[config.mk]
export PLATFORM = sky130hd
export DESIGN_NAME = mat4_multiply_fixed_top
export DESIGN_NICKNAME = d
export VERILOG_FILES = /design/src/hw/rtl/m4mf_pkg.sv /design/src/hw/rtl/m4mf_ctrl.sv /design/src/hw/rtl/m4mf_datapath.sv /design/src/hw/rtl/mat4_multiply_fixed_top.sv
export SDC_FILE = /design/constraint.sdc
export NUM_CORES = 2
export LEC_CHECK = 0
export BUFFER_PORTS_ARGS = -buffer_cell sky130_fd_sc_hd__buf_2
export CAP_MARGIN = 20
export CORE_UTILIZATION = 45
export CTS_BUF_LIST = sky130_fd_sc_hd__clkbuf_4
export DETAILED_ROUTE_END_ITERATION = 10
export SLEW_MARGIN = 20
export SYNTH_ARGS = -nofsm -noshare
export SYNTH_HDL_FRONTEND = slang
export SYNTH_SLANG_ARGS = --single-unit
[constraint.sdc]
create_clock -name clk -period 10.1 [get_ports clk]
set_input_delay 2.02 -clock clk [delete_from_list [all_inputs] [get_ports clk]]
set_output_delay 2.02 -clock clk [all_outputs]
set_load 0.02 [all_outputs]
[src/hw/rtl/m4mf_pkg.sv]
// ----------------------------------------------------------------------------
// m4mf_pkg
// Shared types and codes for the 4x4 fixed-point matrix multiplier: command
// codes, the input and result words, the controller states and the command
// and status groups between controller and datapath.
// ----------------------------------------------------------------------------
package m4mf_pkg;

  // Command codes carried in the input word
  typedef enum logic [1:0] {
    CMD_LOAD_FIRST  = 2'd0,
    CMD_LOAD_SECOND = 2'd1,
    CMD_COMPUTE     = 2'd2
  } cmd_t;

  // Input word: one load or one compute request
  typedef struct packed {
    logic [1:0]         command;
    logic [3:0]         element_index;
    logic signed [31:0] element_value;
  } in_word_t;

  // Result word: one product element
  typedef struct packed {
    logic [3:0]         result_index;
    logic signed [31:0] result_value;
    logic               last_result;
  } out_word_t;

  // Controller states
  typedef enum logic [1:0] {
    ST_IDLE,
    ST_RUN,
    ST_DRAIN
  } state_t;

  // Controller to datapath commands
  typedef struct packed {
    logic       wr_first;   // write the input word into the first matrix
    logic       wr_second;  // write the input word into the second matrix
    logic       rd_en;      // issue one product term
    logic       first_term; // term opens a new element sum
    logic       last_term;  // term closes the element sum
    logic [3:0] elem;       // column-major element of the product
    logic [1:0] term;       // summation index
  } ctl_t;

  // Datapath to controller status
  typedef struct packed {
    logic last_out;         // final element of the run is on the outputs
  } stat_t;

  // Per-stage tag travelling down the datapath pipeline
  typedef struct packed {
    logic       valid;
    logic       first_term;
    logic       last_term;
    logic [3:0] elem;
  } tag_t;

endpackage

[src/hw/rtl/m4mf_ctrl.sv]
// ----------------------------------------------------------------------------
// m4mf_ctrl
// Controller state machine: decodes load and compute commands and steps
// through the 64 product terms of a compute run, one per cycle.
// ----------------------------------------------------------------------------
module m4mf_ctrl (
  input  logic               clk,
  input  logic               rst,
  input  logic               start,
  input  logic [1:0]         command,
  input  m4mf_pkg::stat_t    stat,
  output logic               busy,
  output m4mf_pkg::ctl_t     ctl
);

  m4mf_pkg::state_t state;
  m4mf_pkg::state_t state_next;
  logic [5:0]       step;
  logic [5:0]       step_next;

  // Advance state and term counter
  always_ff @(posedge clk) begin
    if (rst) begin
      state <= m4mf_pkg::ST_IDLE;
      step  <= '0;
    end else begin
      state <= state_next;
      step  <= step_next;
    end
  end

  // Next state
  always_comb begin
    state_next = state;
    step_next  = step;
    unique case (state)
      m4mf_pkg::ST_IDLE: begin
        step_next = '0;
        if (start && command == m4mf_pkg::CMD_COMPUTE) begin
          state_next = m4mf_pkg::ST_RUN;
        end
      end
      m4mf_pkg::ST_RUN: begin
        step_next = step + 6'd1;
        if (&step) begin
          state_next = m4mf_pkg::ST_DRAIN;
        end
      end
      m4mf_pkg::ST_DRAIN: begin
        if (stat.last_out) begin
          state_next = m4mf_pkg::ST_IDLE;
        end
      end
      default: begin
        state_next = m4mf_pkg::ST_IDLE;
      end
    endcase
  end

  // Outputs: step splits into element (upper bits) and term (lower bits)
  always_comb begin
    busy           = 1'b1;
    ctl.wr_first   = 1'b0;
    ctl.wr_second  = 1'b0;
    ctl.rd_en      = 1'b0;
    ctl.first_term = (step[1:0] == 2'd0);
    ctl.last_term  = (step[1:0] == 2'd3);
    ctl.elem       = step[5:2];
    ctl.term       = step[1:0];
    unique case (state)
      m4mf_pkg::ST_IDLE: begin
        busy          = 1'b0;
        ctl.wr_first  = start && command == m4mf_pkg::CMD_LOAD_FIRST;
        ctl.wr_second = start && command == m4mf_pkg::CMD_LOAD_SECOND;
      end
      m4mf_pkg::ST_RUN: begin
        ctl.rd_en = 1'b1;
      end
      m4mf_pkg::ST_DRAIN: begin
        ctl.rd_en = 1'b0;
      end
      default: begin
        busy = 1'b1;
      end
    endcase
  end

endmodule

[src/hw/rtl/m4mf_datapath.sv]
// ----------------------------------------------------------------------------
// m4mf_datapath
// Matrix stores, one multiplier and an accumulator: read one element of each
// matrix, multiply, sum four exact products, then shift and saturate.
// ----------------------------------------------------------------------------
module m4mf_datapath #(
  parameter int WORD_BITS = 32,
  parameter int FRAC_BITS = 16
) (
  input  logic                clk,
  input  logic                rst,
  input  m4mf_pkg::ctl_t      ctl,
  input  m4mf_pkg::in_word_t  operand,
  output m4mf_pkg::stat_t     stat,
  output logic                strobe,
  output m4mf_pkg::out_word_t result
);

  localparam int PROD_W = 2 * WORD_BITS;
  localparam int ACC_W  = PROD_W + 2;
  localparam int TOP_W  = ACC_W - WORD_BITS + 1;

  logic signed [WORD_BITS-1:0] mem_first  [16];
  logic signed [WORD_BITS-1:0] mem_second [16];

  logic signed [WORD_BITS-1:0] wr_data;
  logic [3:0]                  addr_first;
  logic [3:0]                  addr_second;
  logic signed [WORD_BITS-1:0] rd_first;
  logic signed [WORD_BITS-1:0] rd_second;
  logic signed [PROD_W-1:0]    prod;
  logic signed [ACC_W-1:0]     acc;
  logic signed [ACC_W-1:0]     shifted;
  logic [TOP_W-1:0]            top_bits;
  logic signed [WORD_BITS-1:0] sat_word;
  m4mf_pkg::tag_t              tag_rd;
  m4mf_pkg::tag_t              tag_prod;
  m4mf_pkg::tag_t              tag_acc;

  // Take the low word bits of the input, sign-extending when the word is wide
  assign wr_data = WORD_BITS'(operand.element_value);

  // First matrix is read down a row, second down a column
  assign addr_first  = {ctl.term, ctl.elem[1:0]};
  assign addr_second = {ctl.elem[3:2], ctl.term};

  // Matrix stores: one write and one read each per cycle
  always_ff @(posedge clk) begin
    if (ctl.wr_first) begin
      mem_first[operand.element_index] <= wr_data;
    end
    if (ctl.wr_second) begin
      mem_second[operand.element_index] <= wr_data;
    end
    rd_first  <= mem_first[addr_first];
    rd_second <= mem_second[addr_second];
  end

  // Advance the pipeline tags
  always_ff @(posedge clk) begin
    if (rst) begin
      tag_rd   <= '0;
      tag_prod <= '0;
      tag_acc  <= '0;
      strobe   <= 1'b0;
    end else begin
      tag_rd.valid      <= ctl.rd_en;
      tag_rd.first_term <= ctl.first_term;
      tag_rd.last_term  <= ctl.last_term;
      tag_rd.elem       <= ctl.elem;
      tag_prod          <= tag_rd;
      tag_acc           <= tag_prod;
      strobe            <= tag_acc.valid && tag_acc.last_term;
    end
  end

  // Multiply, then accumulate the exact product
  always_ff @(posedge clk) begin
    prod <= rd_first * rd_second;
    if (tag_prod.valid) begin
      acc <= (tag_prod.first_term ? ACC_W'(0) : acc) + ACC_W'(prod);
    end
  end

  // Shift arithmetically and clamp when the upper bits disagree with the sign
  assign shifted  = acc >>> FRAC_BITS;
  assign top_bits = shifted[ACC_W-1:WORD_BITS-1];

  always_comb begin
    priority if (!shifted[ACC_W-1] && (|top_bits)) begin
      sat_word = {1'b0, {(WORD_BITS-1){1'b1}}};
    end else if (shifted[ACC_W-1] && !(&top_bits)) begin
      sat_word = {1'b1, {(WORD_BITS-1){1'b0}}};
    end else begin
      sat_word = shifted[WORD_BITS-1:0];
    end
  end

  // Register the result word
  always_ff @(posedge clk) begin
    if (tag_acc.valid && tag_acc.last_term) begin
      result.result_index <= tag_acc.elem;
      result.result_value <= 32'($unsigned(sat_word));
      result.last_result  <= &tag_acc.elem;
    end
  end

  assign stat.last_out = strobe && result.last_result;

endmodule

[src/hw/rtl/mat4_multiply_fixed_top.sv]
// ----------------------------------------------------------------------------
// mat4_multiply_fixed_top
// 4x4 column-major matrix multiplier in signed fixed point.
// ----------------------------------------------------------------------------
// A load word (first or second matrix) is taken in the cycle it is offered,
// and busy stays low so loads may follow back to back. A compute word holds
// busy high while the single multiplier works one product term per cycle, 64
// terms in all, behind a four-stage read, multiply, accumulate and output
// pipeline, and until the last result is out. The sixteen results leave in
// column-major order; each is on result for a single cycle with strobe high,
// and the receiver must take it then, as it cannot stall the block.
// Elements must be loaded before they are used.
// ----------------------------------------------------------------------------
module mat4_multiply_fixed_top #(
  parameter int WORD_BITS = 32,
  parameter int FRAC_BITS = 16
) (
  input  logic                clk,
  input  logic                rst,
  input  logic                start,
  output logic                busy,
  input  m4mf_pkg::in_word_t  operand,
  output logic                strobe,
  output m4mf_pkg::out_word_t result
);

  m4mf_pkg::ctl_t  ctl;
  m4mf_pkg::stat_t stat;

  // Command decode and term sequencing
  m4mf_ctrl u_ctrl (
    .clk     (clk),
    .rst     (rst),
    .start   (start),
    .command (operand.command),
    .stat    (stat),
    .busy    (busy),
    .ctl     (ctl)
  );

  // Stores, multiplier and accumulator
  m4mf_datapath #(
    .WORD_BITS (WORD_BITS),
    .FRAC_BITS (FRAC_BITS)
  ) u_datapath (
    .clk     (clk),
    .rst     (rst),
    .ctl     (ctl),
    .operand (operand),
    .stat    (stat),
    .strobe  (strobe),
    .result  (result)
  );

endmodule

==> results.py <==
metrics = {
    "global_route": {
        "grt_pass1_vias": 54400,
        "grt_overflow": 0,
        "grt_use_total": 0.224,
        "grt_pass1_wl_um": 326000,
        "grt_max_degree": 105,
        "antenna_found_initial": 17,
    },
    "place": {
        "gp_congestion": 0.869,
        "post-place-ws_ns": 1.46,
        "hpwlAfterDp_um": 146000,
        "io_buffers": 79,
    },
    "yosys": {
        "synthArstFlopShare": 0,
        "syn_area_um2": 85900,
        "synth_compound_area_frac": 0.0328,
        "ys_types": 75,
        "synthMuxAreaShare": 0.0840,
        "netlist_instances": 6396,
        "syn_avg_cell_area_um2": 13.4,
        "synth_edf_count": 1127,
        "synth_flop_cell": "edfxtp_1",
        "postSynthNetCount": 7771,
        "synth-warning-count": 0,
        "yosysSeqAreaShare": 0.430,
        "yosys.area_share.adder": 0.289,
        "synth_xor_xnor_area_share": 0.0141,
        "ys_seq_elements": 1284,
        "synth_top_family_by_area": "adder cells",
        "synth-simple-area-share": 0.0918,
    },
    "detailed_routing": {
        "drc": 0,
        "dr.pass1.iters": 8,
        "avgRoutedWirePerCell_um": 22.5,
        "routed_wl_um": 211000,
        "viasPerCell": 5.34,
        "ant_nets": 0,
        "drtIter0Drc": 3815,
        "vias": 50100,
    },
    "sta": {
        "period_share": 0.876,
        "timing.setup.tns_ns": 0,
        "hold_viol": 0,
        "setup_violations": 0,
        "clock_skew_ns": 0.241,
        "report.final.slew_viol_count": 0,
        "grt_setup_unrepaired": "no",
        "slew_headroom": 0.278,
        "tightestPinTransition_ns": 1.07,
        "clock.fmax_mhz": 113,
        "setup_ws_ns": 1.25,
        "min_period_ns": 8.85,
    },
    "setup_path": {
        "critPathRequiredTime_ns": 11.16,
        "start_kind": "flip-flop",
        "critPathKind": "reg2reg",
        "crit_fanout": 18,
        "setup.worst_path.end_class": "flip-flop",
        "worstPathArrival_ns": 9.91,
    },
    "die": {
        "die_y_um": 439,
        "core_um2": 190000,
        "die_area_um2": 193000,
        "num_rows": 160,
        "start_util": 0.452,
        "pin_count": 80,
        "die_w_um": 439,
    },
    "job": {
        "maxCapViolCount": 0,
    },
    "finish": {
        "drive_gt1_frac": 0.164,
        "seq_area_um2": 37000,
        "nNetsFinal": 7984,
        "fillers": 16600,
        "final_core_util": 0.493,
        "multi_input_area_um2": 44200,
        "final_common_cell": "edfxtp_1",
        "final_cell_mix": "edfxtp_1, fa_1, inv_1, nand2_1, and2_1",
        "syn_to_final_growth_pct": 8.93,
    },
    "clock_network": {
        "clk_latency_ns": 1.36,
        "numCtsBuffers": 352,
        "clkTransAtPathRegs_ns": 0.06,
        "cts.sinks": 1284,
        "cts_max_path_buffers": 4,
        "root_buffer": "clkbuf_4",
        "cts_tree": "done",
        "h-tree-depth": 5,
        "cts_resized": 0,
        "holdBufCountCts": 0,
        "post_cts.repair.setup_buffers": 0,
    },
    "worst_hold_path": {
        "hold_path.class": "reg2reg",
    },
    "outcome": {
        "run_status": "complete, no violations",
    },
}
-- Yosys cell counts (all sizes together) (9+ instances only) --
cell type  count  share of area
and3          18         0.0013
dfxtp        157          0.037
nand2b        25         0.0018
o211ai        11         0.0011
fa          1083           0.25
o21a          15         0.0013
mux4         320          0.084
nand3         33         0.0020
xnor2         93         0.0095
a21oi        139         0.0084
a31oi         22         0.0022
nand4         30         0.0022
clkbuf       279          0.012
nor2b         98         0.0071
xor2          45         0.0046
buf           46         0.0023
o21ai         93         0.0055
nand2        584          0.026
o21bai        23         0.0021
a211oi        19         0.0018
nor2         188         0.0082
nor4           9        0.00073
and2         527          0.038
edfxtp      1127           0.39
nor3          29         0.0017
inv          997          0.044
ha           251          0.037
a21o          55         0.0048
-- critical path, cell delays in order (launching register included) --
cell and delay, ns:
dfxtp_1 0.99, buf_4 0.35, and2_1 0.17, fa_1 0.44, fa_1 0.52, inv_1 0.07
fa_1 0.52, fa_1 0.51, inv_1 0.05, fa_1 0.55, fa_1 0.44, fa_1 0.58
inv_1 0.08, fa_1 0.48, inv_1 0.04, ha_1 0.45, nand4_1 0.18, nor4_2 0.40
nand4b_1 0.24, o2111ai_1 0.36, o2111ai_1 0.30, nand2b_1 0.23, a221o_1 0.21, a31oi_1 0.13
o21ai_1 0.18, xor2_1 0.15
-- sequential cells by signal, summed over array words and instances, names as in the netlist --
name                   count
u_ctrl.state               2
u_ctrl.step                6
u_datapath.acc            66
u_datapath.mem_first     512
u_datapath.mem_second    512
u_datapath.prod           64
u_datapath.rd_first       32
u_datapath.rd_second      32
u_datapath.result         37
u_datapath.strobe          1
u_datapath.tag_acc         6
u_datapath.tag_prod        7
u_datapath.tag_rd          7
-- layer usage --
| metal | vias to the layer above | wire length, um | track usage |
|---|---|---|---|
| met5 | - | 48 | 0 |
| met4 | 6 | 4910 | 0.0647 |
| met3 | 352 | 14300 | 0.0467 |
| met2 | 1662 | 101000 | 0.363 |
| met1 | 26200 | 90700 | 0.305 |
| li1 | 21900 | - | - |
-- per-stage QoR --
| stage | hold slack [ns] | cells | area, um2 |
|---|---|---|---|
| after CTS | 0.430 | 9363 | 93600 |
| after detailed placement | 0.411 | 8766 | 89300 |
| final | 0.428 | 9374 | 93600 |
| after global placement | 0.409 | 8765 | 89300 |
| after global routing | 0.437 | 9371 | 93600 |
| after floorplan | 0.401 | 6396 | 85900 |
-- worst paths after layout --
check | startpoint | endpoint | slack (ns) | depth (start not counted)
max | u_datapath.rd_second[13] | u_datapath.prod[62] | 1.25 | 25
min | u_datapath.tag_acc[1] | u_datapath.result[34] | 0.43 | 0
max reg2reg | u_datapath.rd_second[13] | u_datapath.prod[62] | 1.25 | 25
min reg2reg | u_datapath.tag_acc[1] | u_datapath.result[34] | 0.43 | 0
-- kinds of logic (layout without fill, tap and decap cells) --
kind of cell,Yosys count,in the layout
AND/OR/NAND/NOR,1571,1571
adder cells (fa/ha/maj),1334,1334
buffers and inverters,1322,1778
flip-flops,1284,1284
AO/OA/AOI/OAI,426,426
multiplexers,321,321
XOR/XNOR,138,138
other,0,11
-- final cells by class --
class | count | area share
antenna | 11 | 0.000294
clock buffer | 501 | 0.0402
clock inverter | 96 | 0.00547
inverter | 997 | 0.0400
multi-input combinational | 3790 | 0.472
sequential | 1284 | 0.396
tap | 2511 | 0.0336
timing repair buffer | 184 | 0.0130
Power is left out: the tool's default activity adds up to more than one toggle a clock period on the data nets, which glitch-free logic cannot reach.
